## src/hw/rtl/tkd_pkg.sv

```systemverilog
// ============================================================================
// tkd_pkg: shared types and constants of the tent kernel density grid
// Grid geometry, field widths, codes, state encoding and the tent tap weight.
// ============================================================================
package tkd_pkg;

    // grid geometry
    localparam int GRID_CELLS    = 1024;
    localparam int KERNEL_RADIUS = 10;
    localparam int CELL_W        = $clog2(GRID_CELLS);
    localparam int ADDR_W        = 2 * CELL_W;
    localparam int DENS_W        = 32;

    // window walk widths
    localparam int CNT_W = $clog2(2 * KERNEL_RADIUS + 1);
    localparam int TAP_W = $clog2(KERNEL_RADIUS + 1);
    localparam int WGT_W = 2 * TAP_W;

    // field widths
    localparam int KIND_W    = 2;
    localparam int POS_W     = 21;
    localparam int OFS_W     = 21;
    localparam int SCL_W     = 20;
    localparam int MARGIN_W  = 8;
    localparam int DSQ_W     = 63;
    localparam int STATUS_W  = 2;
    localparam int CFG_IDX_W = 2;
    localparam int CFG_W     = 63;

    // position to grid mapping widths
    localparam int SUM_W     = OFS_W + 2;
    localparam int PROD_W    = SUM_W + SCL_W + 1;
    localparam int MAP_SHIFT = 24;
    localparam int GPOS_W    = PROD_W - MAP_SHIFT;

    // register reset values
    localparam logic [OFS_W-1:0]    VIEW_OFFSET_RST = OFS_W'(512128);
    localparam logic [SCL_W-1:0]    VIEW_SCALE_RST  = SCL_W'(16384);
    localparam logic [MARGIN_W-1:0] EDGE_MARGIN_RST = MARGIN_W'(10);
    localparam logic [DSQ_W-1:0]    FAR_DENSITY_RST = DSQ_W'(100000000);

    // item kinds
    localparam logic [KIND_W-1:0] KIND_QUERY = 2'd0;
    localparam logic [KIND_W-1:0] KIND_ADD   = 2'd1;
    localparam logic [KIND_W-1:0] KIND_SUB   = 2'd2;

    // result status codes
    localparam logic [STATUS_W-1:0] STATUS_DONE     = 2'd0;
    localparam logic [STATUS_W-1:0] STATUS_MARGIN   = 2'd1;
    localparam logic [STATUS_W-1:0] STATUS_OFF_GRID = 2'd2;

    // configuration register indexes
    localparam logic [CFG_IDX_W-1:0] REG_VIEW_OFFSET = 2'd0;
    localparam logic [CFG_IDX_W-1:0] REG_VIEW_SCALE  = 2'd1;
    localparam logic [CFG_IDX_W-1:0] REG_EDGE_MARGIN = 2'd2;
    localparam logic [CFG_IDX_W-1:0] REG_FAR_DENSITY = 2'd3;

    // control sequencer states
    typedef enum logic [3:0] {
        ST_CLEAR,
        ST_IDLE,
        ST_MAP_MUL,
        ST_MAP_TRUNC,
        ST_CHECK,
        ST_QUERY_MAG,
        ST_QUERY_SQ,
        ST_WALK,
        ST_DONE
    } tkd_state_t;

    // window walk command
    typedef struct packed {
        logic              start;
        logic              sub;
        logic [CELL_W-1:0] base_x;
        logic [CELL_W-1:0] base_y;
    } tkd_walk_cmd_t;

    // memory access request
    typedef struct packed {
        logic              rd_en;
        logic [ADDR_W-1:0] rd_addr;
        logic              wr_en;
        logic [ADDR_W-1:0] wr_addr;
        logic [DENS_W-1:0] wr_data;
    } tkd_ram_req_t;

    // one axis of the tent kernel: R - |cnt - R|
    function automatic logic [TAP_W-1:0] tap_weight(input logic [CNT_W-1:0] cnt);
        logic [TAP_W-1:0] w;
        if (int'(cnt) <= KERNEL_RADIUS)
            w = TAP_W'(cnt);
        else
            w = TAP_W'(2 * KERNEL_RADIUS - int'(cnt));
        return w;
    endfunction

endpackage

```

## src/hw/rtl/tkd_map.sv

```systemverilog
// ============================================================================
// tkd_map: position to grid coordinate mapping for one axis
// g = trunc((pos + offset) * scale / 2^24), two register stages.
// ============================================================================
module tkd_map import tkd_pkg::*; (
    input  logic                     clk,
    input  logic signed [POS_W-1:0]  pos,
    input  logic [OFS_W-1:0]         offset,
    input  logic [SCL_W-1:0]         scale,
    output logic signed [GPOS_W-1:0] gpos
);

    logic signed [SUM_W-1:0]  sum;
    logic signed [SCL_W:0]    scale_s;
    logic signed [PROD_W-1:0] prod_next;
    logic signed [PROD_W-1:0] prod_reg;
    logic signed [PROD_W-1:0] rnd;
    logic signed [GPOS_W-1:0] g_next;
    logic signed [GPOS_W-1:0] g_reg;

    // offset and scale
    assign sum       = {{(SUM_W-POS_W){pos[POS_W-1]}}, pos} + {{(SUM_W-OFS_W){1'b0}}, offset};
    assign scale_s   = {1'b0, scale};
    assign prod_next = sum * scale_s;

    // shift with truncation toward zero
    assign rnd    = prod_reg + (prod_reg[PROD_W-1] ? PROD_W'((64'd1 << MAP_SHIFT) - 64'd1)
                                                  : PROD_W'(0));
    assign g_next = rnd[PROD_W-1:MAP_SHIFT];

    always_ff @(posedge clk)
    begin
        prod_reg <= prod_next;
        g_reg    <= g_next;
    end

    assign gpos = g_reg;

endmodule

```

## config.mk

```make
export PLATFORM = sky130hd
export DESIGN_NAME = tkd_map
export DESIGN_NICKNAME = d
export VERILOG_FILES = /design/src/hw/rtl/tkd_pkg.sv /design/src/hw/rtl/tkd_map.sv
export SDC_FILE = /design/constraint.sdc
export NUM_CORES = 1
export LEC_CHECK = 0
export BUFFER_PORTS_ARGS = -buffer_cell sky130_fd_sc_hd__buf_2
export CORE_MARGIN = 10
export CORE_UTILIZATION = 60
export CTS_BUF_LIST = sky130_fd_sc_hd__clkbuf_4
export CTS_CLUSTER_SIZE = 12
export DETAILED_ROUTE_END_ITERATION = 7
export GPL_TIMING_DRIVEN = 0
export PLACE_DENSITY = 0.75
export SYNTH_ARGS = -nofsm -noshare
export SYNTH_HDL_FRONTEND = slang
export SYNTH_SLANG_ARGS = --single-unit
```

## constraint.sdc

```tcl
create_clock -name clk -period 22.5 [get_ports clk]
set_clock_uncertainty 0.15 [all_clocks]
set_input_delay 4.5 -clock clk [delete_from_list [all_inputs] [get_ports clk]]
set_output_delay 4.5 -clock clk [all_outputs]
set_load 0.01 [all_outputs]
```

After elaboration in Yosys (flattened, before gate mapping)
Cells that the tools add are included.

Muxes and demuxes: 1. Eq/ne operators: 0. Order comparisons: 0. $mul: 1. Add/sub/neg operators: 2. Reduce and logical (&&, ||, !) cells: 0. Div/mod/pow operators: 0. Shift operators: 0. Bitwise operators: 0.

Operators with widths (count): adder 44 x 24 -> 44 bit (1); multiplier 23 x 21 -> 44 bit (1); 2-to-1 mux 24 bit (1); adder 21 x 22 -> 23 bit (1).

Memory bits (read-only): 0. Logic and storage cells: 6. Memories: 0. Input port bits: 63. Latch bits: 0. Register bits after elaboration: 64. Memory bits (writable): 0. Output and inout bits: 20.

Longest topological paths before layout
Depth in word-level cells: 2. Mapped depth: 38. Depth with buffers taken out: 36.

Worst setup path before layout
No wires, ideal clock.

Kind: input-to-reg. Start: input offset[0]. End: register prod_reg[42]. Required time: 22223 ps. Cell stages on the path: 32. Slack: 9664 ps. Arrival time: 12559 ps. Path through: ha_1 > inv_1 > fa_1 > nor2b_4 > o31ai_4 > a21oi_1 > nor2_2 > o21ai_2 > a221o_1 > o31ai_4 > xnor2_2 > buf_2 > nand2_1 > inv_1 > fa_1 > inv_1 > fa_1 > fa_1 > clkbuf_1 > inv_1 > fa_1 > fa_1 > fa_1 > fa_1 > ha_1 > a21o_1 > a2111oi_0 > nor2_1 > a31oi_4 > o21bai_1 > nor4b_1 > or3_1.

Word-level cells in the longest chain between the ends: 2.

RTL lines: from (decl) (RTL line tkd_map.sv:8) `input logic [OFS_W-1:0] offset,`; adder 21 x 22 -> 23 bit (RTL line tkd_map.sv:22) `assign sum = {{(SUM_W-POS_W){pos[POS_W-1]}}, pos} + {{(SUM_W-OFS_W){1'b0}}, offset};`; multiplier 23 x 21 -> 44 bit (RTL line tkd_map.sv:24) `assign prod_next = sum * scale_s;`; net prod_next[42] (RTL line tkd_map.sv:15) `logic signed [PROD_W-1:0] prod_next;`; to (signal assigned) (RTL line tkd_map.sv:33) `prod_reg <= prod_next;`; to (decl) (RTL line tkd_map.sv:16) `logic signed [PROD_W-1:0] prod_reg;`.

The timed path passes the listed nets, and every way through them passes these cells.

Worst setup path after layout
Start: input pos[0]. End: register prod_reg[42].

Word-level cells in the longest chain between the ends: 2.

RTL lines: from (decl) (RTL line tkd_map.sv:7) `input logic signed [POS_W-1:0] pos,`; adder 21 x 22 -> 23 bit (RTL line tkd_map.sv:22); multiplier 23 x 21 -> 44 bit (RTL line tkd_map.sv:24); net prod_next[42] (RTL line tkd_map.sv:15).

The timed path passes the listed nets, and every way through them passes these cells.

==> metrics.cfg <==
[outcome]
status = complete, no violations

[clock_network]
numCtsBuffers = 9
clkSlewWorstSetupHoldPaths_ps = 110
clock-sinks = 64
postCtsHoldBufs = 0
cts_tree = built
clock_latency_ps = 400
cts_max_path_buffers = 2
cts_root_buf = clkbuf_4
cts_resized = 0
post-cts-setup-buffers = 0
h-tree-depth = 3

[global_route]
antenna_found_initial = 2
use_met2_pct = 46.89
grt_util_met1_pct = 30.59
grt_pass1_vias = 17150
met3_usage_pct = 5.009
grt_pass1_wl_um = 87460
grtUsageTotal_pct = 26.95
overflow = 0
top_usage_layer = met2
grt_max_degree = 26

[timing]
fmax_mhz = 71.36
worstMarginPinSlew_ps = 1030
fin_setup_tns_ps = 0
setup_ws_ps = 8487
slew_headroom_pct = 31.22
slew_violations = 0
period_share_pct = 62.28
holdWs_ps = 307.2
finalCriticalPeriod_ps = 14010
hold_viol = 0
setup_viol = 0
grt_setup_unrepaired = no

[hold_path]
hold_path_depth = 1
hold_class = flop to flop

[critical_path]
cpMostUsedCell = fa_1
max_stage_delay_ps = 630
critical_path.max_fanout = 10
r2r-end = gpos[11]
cp-start-kind = primary input
r2r_setup_slack_ps = 18570
required_ps = 22640
cp_slowest_cell = fa_1
critPathArrivalTime_ps = 14160
reg2reg_depth = 13
endpoint = prod_reg[42]
r2r-start = prod_reg[43]
cp-startpoint = pos[0]
critical_path_class = primary input to flop
worstSetupEndpointType = flop

[placement]
hpwlAfterDp_um = 45750
gp_congestion = 0.9620
dp_slack_ps = 8189
io_buffers = 82

[logic_synthesis]
synth.area.mux_share_pct = 0
synthAdderAreaFrac_pct = 55.67
synth_compound_gate_area_share_pct = 6.827
synth_fp_nets = 2896
synth-edff-count = 0
ys_seq_elements = 64
synth_xor_xnor_area_share_pct = 4.627
synth_cells = 2201
yosys.area_share.simple_pct = 15.85
seq_area_frac_synth_pct = 6.275
synth_top_family_by_area = adder cells
synth-main-ff-cell = dfxtp_1
synth.distinct_cells = 66
syn_area_sq_mm = 0.02042
syn_avg_cell_area_sq_um = 9.276
ys.warnings.count = 0
async_flop_share_pct = 0

[cells_and_area]
layout_common_cells = 485 x inv_1, 458 x fa_1, 272 x and2_1, 205 x nand2_1, 174 x ha_1
fin_nets = 2989
final_util_pct = 64.15
layout_commonest_cell = inv_1
largest_reg_flops = 44
drive_gt1_share_pct = 5.263
area_delta_synth_final_pct = 5.356

[routing]
wl_per_cell_um = 19.38
drt_first_pass_iters = 5
num_vias = 15265
drtAntennaViolNets = 0
via_per_inst = 5.551
drt_iter0_drc = 936
routed_wl_um = 53300
drc = 0

[floorplanning]
dieArea_sq_mm = 0.04181
core_area_sq_mm = 0.03353
initial_core_util_pct = 60.89
die_height_um = 204.5
num_rows = 67
pin_count = 83
fp.dieW_um = 204.5

[run]
maxCapViolCount = 0

worst max-delay path: cells and delay by family:
family	cells	cell delay, ps
xor gates and xnor gates	1	390
buffers and inverters	7	1470
AOI/OAI and AO/OA	9	1890
adders and majority gates	10	4790
and+or+nand+nor	6	1100
area by class of cell:
class / count / area [sq um]
Sequential cell: 64 / 1281
Buffer: 95 / 375.4
Antenna cell: 3 / 7.507
Timing Repair Buffer: 82 / 410.4
Multi-Input combinational cell: 1557 / 16940
Tap cell: 448 / 560.5
Fill cell: 2827 / 12020
Clock inverter: 7 / 47.55
Clock buffer: 9 / 67.56
Inverter: 485 / 1821
per-stage QoR:
stage	instance area, sq um	std cells
floorplan	20420	2201
global placement	21390	2731
detailed placement	21390	2731
CTS	21500	2747
global route	21510	2748
finish	21510	2750
how the worst min path moves through the flow:
stage | startpoint | slack, ps | to
final | prod_reg[33] | 310 | gpos[9]
after CTS | prod_reg[33] | 320 | gpos[9]
after global routing | prod_reg[36] | 330 | gpos[12]
after floorplan | prod_reg[40] | 280 | gpos[16]
after detailed placement | prod_reg[33] | 300 | gpos[9]
after global placement | prod_reg[40] | 300 | gpos[16]
cell usage after synthesis (all sizes together) (3+ instances only):
cell type | instances | area share (%)
ha | 174 | 11
o31ai | 3 | 0.25
nand2b | 15 | 0.46
a31oi | 8 | 0.35
a21oi | 71 | 1.7
nor2b | 21 | 0.68
o21ai | 29 | 0.73
a211oi | 5 | 0.18
nand3 | 17 | 0.42
a21o | 35 | 1.3
o21a | 8 | 0.29
o311ai | 5 | 0.21
and2 | 275 | 8.5
xnor2 | 79 | 3.4
o211ai | 7 | 0.26
o21bai | 12 | 0.44
buf | 6 | 0.20
nor3 | 10 | 0.25
clkbuf | 89 | 1.6
a221oi | 3 | 0.16
a21boi | 3 | 0.11
xor2 | 28 | 1.2
nand4 | 16 | 0.49
and3 | 7 | 0.24
nor2 | 32 | 0.60
and4 | 5 | 0.23
inv | 485 | 8.9
dfxtp | 64 | 6.3
nand2 | 205 | 3.8
fa | 458 | 45
layer usage:
| layer | vias up | wire length (um) |
|---|---|---|
| met5 | - | 0 |
| met4 | 0 | 3556 |
| met3 | 172 | 3709 |
| met2 | 556 | 26350 |
| met1 | 7750 | 19690 |
| li1 | 6787 | - |
cells by family (layout without fill, tap and decap cells):
group | after synthesis | in the layout
adders and majority gates | 634 | 634
xor gates and xnor gates | 107 | 107
other | 0 | 3
buffers and inverters | 580 | 678
DFF | 64 | 64
and+or+nand+nor | 610 | 610
AOI/OAI and AO/OA | 206 | 206
Power is not shown: default switching activity piles up to over one toggle a cycle in this logic, so the estimate is an artifact.
