**src/hw/rtl/tkd_pkg.sv**
```systemverilog
// ============================================================================
// tkd_pkg: shared types and constants of the tent kernel density grid
// Grid geometry, field widths, codes, state encoding and the tent tap weight.
// ============================================================================
package tkd_pkg;

    // grid geometry
    localparam int GRID_CELLS    = 1024;
    localparam int KERNEL_RADIUS = 10;
    localparam int CELL_W        = $clog2(GRID_CELLS);
    localparam int ADDR_W        = 2 * CELL_W;
    localparam int DENS_W        = 32;

    // window walk widths
    localparam int CNT_W = $clog2(2 * KERNEL_RADIUS + 1);
    localparam int TAP_W = $clog2(KERNEL_RADIUS + 1);
    localparam int WGT_W = 2 * TAP_W;

    // field widths
    localparam int KIND_W    = 2;
    localparam int POS_W     = 21;
    localparam int OFS_W     = 21;
    localparam int SCL_W     = 20;
    localparam int MARGIN_W  = 8;
    localparam int DSQ_W     = 63;
    localparam int STATUS_W  = 2;
    localparam int CFG_IDX_W = 2;
    localparam int CFG_W     = 63;

    // position to grid mapping widths
    localparam int SUM_W     = OFS_W + 2;
    localparam int PROD_W    = SUM_W + SCL_W + 1;
    localparam int MAP_SHIFT = 24;
    localparam int GPOS_W    = PROD_W - MAP_SHIFT;

    // register reset values
    localparam logic [OFS_W-1:0]    VIEW_OFFSET_RST = OFS_W'(512128);
    localparam logic [SCL_W-1:0]    VIEW_SCALE_RST  = SCL_W'(16384);
    localparam logic [MARGIN_W-1:0] EDGE_MARGIN_RST = MARGIN_W'(10);
    localparam logic [DSQ_W-1:0]    FAR_DENSITY_RST = DSQ_W'(100000000);

    // item kinds
    localparam logic [KIND_W-1:0] KIND_QUERY = 2'd0;
    localparam logic [KIND_W-1:0] KIND_ADD   = 2'd1;
    localparam logic [KIND_W-1:0] KIND_SUB   = 2'd2;

    // result status codes
    localparam logic [STATUS_W-1:0] STATUS_DONE     = 2'd0;
    localparam logic [STATUS_W-1:0] STATUS_MARGIN   = 2'd1;
    localparam logic [STATUS_W-1:0] STATUS_OFF_GRID = 2'd2;

    // configuration register indexes
    localparam logic [CFG_IDX_W-1:0] REG_VIEW_OFFSET = 2'd0;
    localparam logic [CFG_IDX_W-1:0] REG_VIEW_SCALE  = 2'd1;
    localparam logic [CFG_IDX_W-1:0] REG_EDGE_MARGIN = 2'd2;
    localparam logic [CFG_IDX_W-1:0] REG_FAR_DENSITY = 2'd3;

    // control sequencer states
    typedef enum logic [3:0] {
        ST_CLEAR,
        ST_IDLE,
        ST_MAP_MUL,
        ST_MAP_TRUNC,
        ST_CHECK,
        ST_QUERY_MAG,
        ST_QUERY_SQ,
        ST_WALK,
        ST_DONE
    } tkd_state_t;

    // window walk command
    typedef struct packed {
        logic              start;
        logic              sub;
        logic [CELL_W-1:0] base_x;
        logic [CELL_W-1:0] base_y;
    } tkd_walk_cmd_t;

    // memory access request
    typedef struct packed {
        logic              rd_en;
        logic [ADDR_W-1:0] rd_addr;
        logic              wr_en;
        logic [ADDR_W-1:0] wr_addr;
        logic [DENS_W-1:0] wr_data;
    } tkd_ram_req_t;

    // one axis of the tent kernel: R - |cnt - R|
    function automatic logic [TAP_W-1:0] tap_weight(input logic [CNT_W-1:0] cnt);
        logic [TAP_W-1:0] w;
        if (int'(cnt) <= KERNEL_RADIUS)
            w = TAP_W'(cnt);
        else
            w = TAP_W'(2 * KERNEL_RADIUS - int'(cnt));
        return w;
    endfunction

endpackage

```
**src/hw/rtl/tkd_walk.sv**
```systemverilog
// ============================================================================
// tkd_walk: window read-modify-write walker
// Steps over the kernel window one cell a cycle: read, then add or subtract
// the tent weight and write back in the next cycle.
// ============================================================================
module tkd_walk import tkd_pkg::*; (
    input  logic              clk,
    input  logic              rst_n,
    input  tkd_walk_cmd_t     cmd,
    input  logic [DENS_W-1:0] rd_data,
    output tkd_ram_req_t      req,
    output logic              done
);

    localparam logic [CNT_W-1:0] CNT_LAST = CNT_W'(2 * KERNEL_RADIUS);

    logic              active_reg, active_next;
    logic [CNT_W-1:0]  ci_reg, ci_next;
    logic [CNT_W-1:0]  cj_reg, cj_next;
    logic              s1_valid_reg;
    logic              s1_last_reg;
    logic              sub_reg;
    logic [CELL_W-1:0] bx_reg;
    logic [CELL_W-1:0] by_reg;
    logic [ADDR_W-1:0] s1_addr_reg;
    logic [WGT_W-1:0]  s1_wgt_reg;
    logic              last;
    logic [CELL_W-1:0] row;
    logic [CELL_W-1:0] col;
    logic [WGT_W-1:0]  wgt;
    logic [DENS_W-1:0] wgt_ext;

    // window counters
    assign last = active_reg && (ci_reg == CNT_LAST) && (cj_reg == CNT_LAST);

    always_comb
    begin
        active_next = active_reg;
        ci_next     = ci_reg;
        cj_next     = cj_reg;
        if (cmd.start)
        begin
            active_next = 1'b1;
            ci_next     = '0;
            cj_next     = '0;
        end
        else if (active_reg)
        begin
            if (cj_reg == CNT_LAST)
            begin
                cj_next = '0;
                ci_next = ci_reg + 1'b1;
                if (ci_reg == CNT_LAST)
                    active_next = 1'b0;
            end
            else
            begin
                cj_next = cj_reg + 1'b1;
            end
        end
    end

    always_ff @(posedge clk or negedge rst_n)
    begin
        if (!rst_n)
        begin
            active_reg   <= 1'b0;
            ci_reg       <= '0;
            cj_reg       <= '0;
            s1_valid_reg <= 1'b0;
            s1_last_reg  <= 1'b0;
        end
        else
        begin
            active_reg   <= active_next;
            ci_reg       <= ci_next;
            cj_reg       <= cj_next;
            s1_valid_reg <= active_reg;
            s1_last_reg  <= last;
        end
    end

    // read stage: cell address and its kernel weight
    assign row = by_reg + CELL_W'(ci_reg);
    assign col = bx_reg + CELL_W'(cj_reg);
    assign wgt = WGT_W'(tap_weight(ci_reg)) * WGT_W'(tap_weight(cj_reg));

    always_ff @(posedge clk)
    begin
        if (cmd.start)
        begin
            sub_reg <= cmd.sub;
            bx_reg  <= cmd.base_x;
            by_reg  <= cmd.base_y;
        end
        s1_addr_reg <= {row, col};
        s1_wgt_reg  <= wgt;
    end

    // write stage: update the cell that came back
    assign wgt_ext = DENS_W'(s1_wgt_reg);

    always_comb
    begin
        req.rd_en   = active_reg;
        req.rd_addr = {row, col};
        req.wr_en   = s1_valid_reg;
        req.wr_addr = s1_addr_reg;
        req.wr_data = sub_reg ? (rd_data - wgt_ext) : (rd_data + wgt_ext);
    end

    assign done = s1_valid_reg && s1_last_reg;

endmodule

```
**config.mk**
```make
export PLATFORM = sky130hd
export DESIGN_NAME = tkd_walk
export DESIGN_NICKNAME = d
export VERILOG_FILES = /design/src/hw/rtl/tkd_pkg.sv /design/src/hw/rtl/tkd_walk.sv
export SDC_FILE = /design/constraint.sdc
export NUM_CORES = 1
export LEC_CHECK = 0
export BUFFER_PORTS_ARGS = -buffer_cell sky130_fd_sc_hd__buf_2
export CAP_MARGIN = 10
export CORE_MARGIN = 2
export CORE_UTILIZATION = 54
export DETAILED_ROUTE_END_ITERATION = 10
export GPL_TIMING_DRIVEN = 0
export PLACE_DENSITY = 0.8
export SLEW_MARGIN = 0
export SYNTH_ARGS = -nofsm -noshare
export SYNTH_HDL_FRONTEND = slang
export SYNTH_SLANG_ARGS = --single-unit
```
**constraint.sdc**
```tcl
create_clock -name clk -period 4.61 [get_ports clk]
set_input_delay 0.922 -clock clk [delete_from_list [all_inputs] [get_ports clk]]
set_output_delay 0.922 -clock clk [all_outputs]
set_load 0.01 [all_outputs]
```
Word-level counts from Yosys, hierarchy flattened
Index checks and enable logic that the tools add are counted.

Eq/ne operators: 2. Reduce and logical (&&, ||, !) cells: 6. Add/sub/neg operators: 8. Multipliers: 1. Magnitude comparators: 2. Mux-type cells: 13.

Operators with widths (count): $add A32 B8 Y32 (1); $mux W32 (1); $sub A32 B8 Y32 (1); $mux W5 (6); $add A10 B5 Y10 (2); $add A5 B1 Y5 const B (2); $eq A5 B5 Y1 const B (2); $le A5 B4 Y1 const B (2); $mul A4 B4 Y8 (1); $mux W4 (2); $sub A3 B4 Y4 const A (2); $mux W1 (4); $reduce_bool A2 Y1 (2); $logic_and A1 B1 Y1 (3); $reduce_and A2 Y1 (1).

Bits of input ports: 56. Bits in registers: 62.

Longest topological paths before layout
Depth in word-level cells: 5. Depth in mapped cells: 17.

Worst setup path after synthesis
No wires, ideal clock.

Kind: input to output. Start: input port rd_data[0]. End: output port req[28] (netlist bit). Required time: 3688 ps. Path buffers: 0. Slack: 692 ps. Cell stages on the path: 11. Arrival time: 2996 ps. Cells stage by stage: inv_1 -> ha_1 -> inv_1 -> fa_1 -> a21oi_1 -> o21ai_1 -> a21o_4 -> a31o_1 -> o31a_1 -> a221oi_2 -> xnor2_1.

RTL lines: start: declaration (line tkd_walk.sv:10) `input logic [DENS_W-1:0] rd_data,`; end: declaration (line tkd_walk.sv:11) `output tkd_ram_req_t req,`.

==> results.cfg <==
[status]
status = finished, final reports clean

[critical_path]
critPathLaunchType = flip-flop
timing.rr.start = cj_reg[0]
rrSetupSlack_ps = 620
reg2reg_to = s1_wgt_reg[7]
crit_chain = inv_1, ha_1, a21oi_4, xnor2_1, ha_1, a21oi_2, o21ai_2, a21o_4, a31o_1, o31a_1, a221oi_2, xnor2_1, buf_2
crit_path_max_fanout = 5
crit_type = flip-flop to output pin
worstPathRequired_ps = 3690
arrival_ps = 3570
end_kind = output pin
cp_slowest_cell = dfxtp_1
cp_num_buf_inv = 2
reg2reg_depth = 15
slowest_delay_ps = 380
crit_family = compound AO/OA/AOI/OAI gates

[logic_synthesis]
synth_flop_cell = dfxtp_1
yosys_warnings = 0
ys_ff_latch = 62
synth_top_family_by_area = compound AO/OA/AOI/OAI gates
ys_top_cells_by_area = ha_1 16%, edfxtp_1 13%, dfxtp_1 12%, xnor2_1 6.9%, dfrtp_1 6.7%
synth.largest_area_cell = ha_1
ys_types = 56
synth_edf_count = 21
syn_inst = 539
synthArstFlopShare = 0.210
synth_adder_area_share = 0.187
synth_compound_area_frac = 0.193
syn_nets = 663
syn_avg_cell_area_um2 = 8.98
synth_xor_area_frac = 0.107
synthesis.area_mm2 = 0.00484
synth_top_area_frac = 0.158
ys_seq_area_frac = 0.313
synth-simple-area-share = 0.145
synthMuxAreaShare = 0.0103

[die]
row_count = 34
start_util = 0.555
coreArea_mm2 = 0.00872
die-area_mm2 = 0.00974
die_x_um = 98.7
die_h_um = 98.7
io-pin-count = 131

[detailed_routing]
via_count = 4527
wl_per_cell_um = 15.4
post-route-drc-count = 0
firstDrtPassIters = 5
via_per_inst = 5.72
drt-total-wl_um = 12200
drtAntennaViolNets = 0
first_iter_violations = 227

[cts]
path_clk_slew_ps = 70
cts_buffers = 9
clk_latency_ps = 350
clk_path_buf_depth = 2
cts_root_buffer = clkbuf_8
clock-sinks = 62
h-tree-depth = 3
cts_tree = done
hold_buffers = 0

[worst_hold_path]
hold_end = s1_valid_reg
holdPathStages = 0
min_path_type = flip-flop to flip-flop
hold_start = active_reg

[placement]
placedInstanceArea_mm2 = 0.00563
dp_cells = 777
place.gp.congestion = 0.923
dp_hpwl_um = 9600
place.port_buffers = 130

[pwr]
finalPower_uw = 1530
p_leak_uw = 0.00275
powerDensity_mw_per_mm2 = 259
ir_drop_v = 0.000275

[layout]
layout.cells.most_common = buf_2
largest_reg_flops = 20
drive_gt1_frac = 0.256
fin_area_mm2 = 0.00591
fin_cells = 792
nets = 803
final_cell_mix = 130 x buf_2, 61 x ha_1, 48 x nor2_1
num_antenna_cells = 0
postLayoutCoreUtil = 0.677
syn2layout_area_growth_pct = 22.0

[global_route]
grt_pass1_wl_um = 19700
grtUsageTotal = 0.250
grt_max_degree = 25
grt_pass1_vias = 4446
overflow = 0
grt_antenna_before_repair = 0

[sta]
rsz0062_at_grt = true
fin_crit_ps = 4490
fin_worst_skew_ps = 12.7
relSlewSlack = 0.634
slew_viol_final = 0
finalHoldViolCount = 0
worst_slew_pin_slew_ps = 549
final.period_utilization = 0.975
setup_violations = 0
maxClockFrequency_ghz = 0.222

[run]
cap_violations = 0
[worst max-delay path by stage]
stage	start	end	slack [ps]	cells after the start
floorplan	rd_data[0]	req[28]	690	11
detailed placement	sub_reg	req[28]	60	13
finish	s1_wgt_reg[1]	req[28]	120	13
global route	s1_wgt_reg[1]	req[29]	-40	13
CTS	sub_reg	req[23]	-30	12
global placement	sub_reg	req[28]	100	13
[per-layer routing]
layer  GRT usage  routed length, µm
met5           0                  0
met3      0.0383                734
met2       0.464               6240
met1       0.285               4870
met4       0.104                371
[synthesized netlist by cell type (5+ instances only)]
cell,n
a21o_1,18
a21oi_1,46
a31oi_1,5
clkbuf_1,14
dfrtp_1,13
dfxtp_1,28
edfxtp_1,21
fa_1,7
ha_1,61
inv_1,37
mux2i_1,5
nand2_1,36
nand2b_1,8
nand3_1,14
nand4_1,14
nor2_1,51
nor2b_1,5
nor3_1,8
o21ai_0,21
o21ai_1,6
o21bai_1,9
xnor2_1,38
xor2_1,21
[metrics by stage]
| stage | TNS, ps | hold WS, ps | worst slack [ps] |
|---|---|---|---|
| 2_1_floorplan | 0 | 373 | 692 |
| 3_3_place_gp | 0 | 394 | 95.3 |
| 3_5_place_dp | 0 | 399 | 60.2 |
| 4_1_cts | -63.0 | 410 | -32.7 |
| 5_1_grt | -84.7 | 417 | -44.9 |
| 6_report | 0 | 399 | 115 |
[layout make-up]
class	count	area (µm²)
multi-input combinational	423	3170
fill	698	2810
sequential	62	1520
timing repair buffer	131	658
inverter	37	139
tap	108	135
clock buffer	10	128
clock inverter	6	86.3
buffer	15	75.1
[cells by family (layout without fill, tap and decap cells)]
group | after synthesis | count (layout)
xor+xnor | 59 | 59
mux | 5 | 5
fa+ha+maj | 68 | 68
buf+inv | 54 | 199
compound gates | 142 | 142
simple gates | 149 | 149
flops | 62 | 62
[what timing repair did]
action                                  in CTS  in global routing
pin swaps                                    0                  2
endpoints found under the hold margin        0                  0
buffers inserted                             0                  1
endpoints found under the setup margin       8                  9
resized for setup                            2                 18
[report_power, final]
part           total, µW  internal (µW)  switching (µW)  leakage [µW]
clock network        522            303             219      0.000106
registers            627            606            20.7      0.000607
logic                378            163             215       0.00204
total               1530           1070             455       0.00275
No activity file was read; power rests on OpenSTA's default activity.
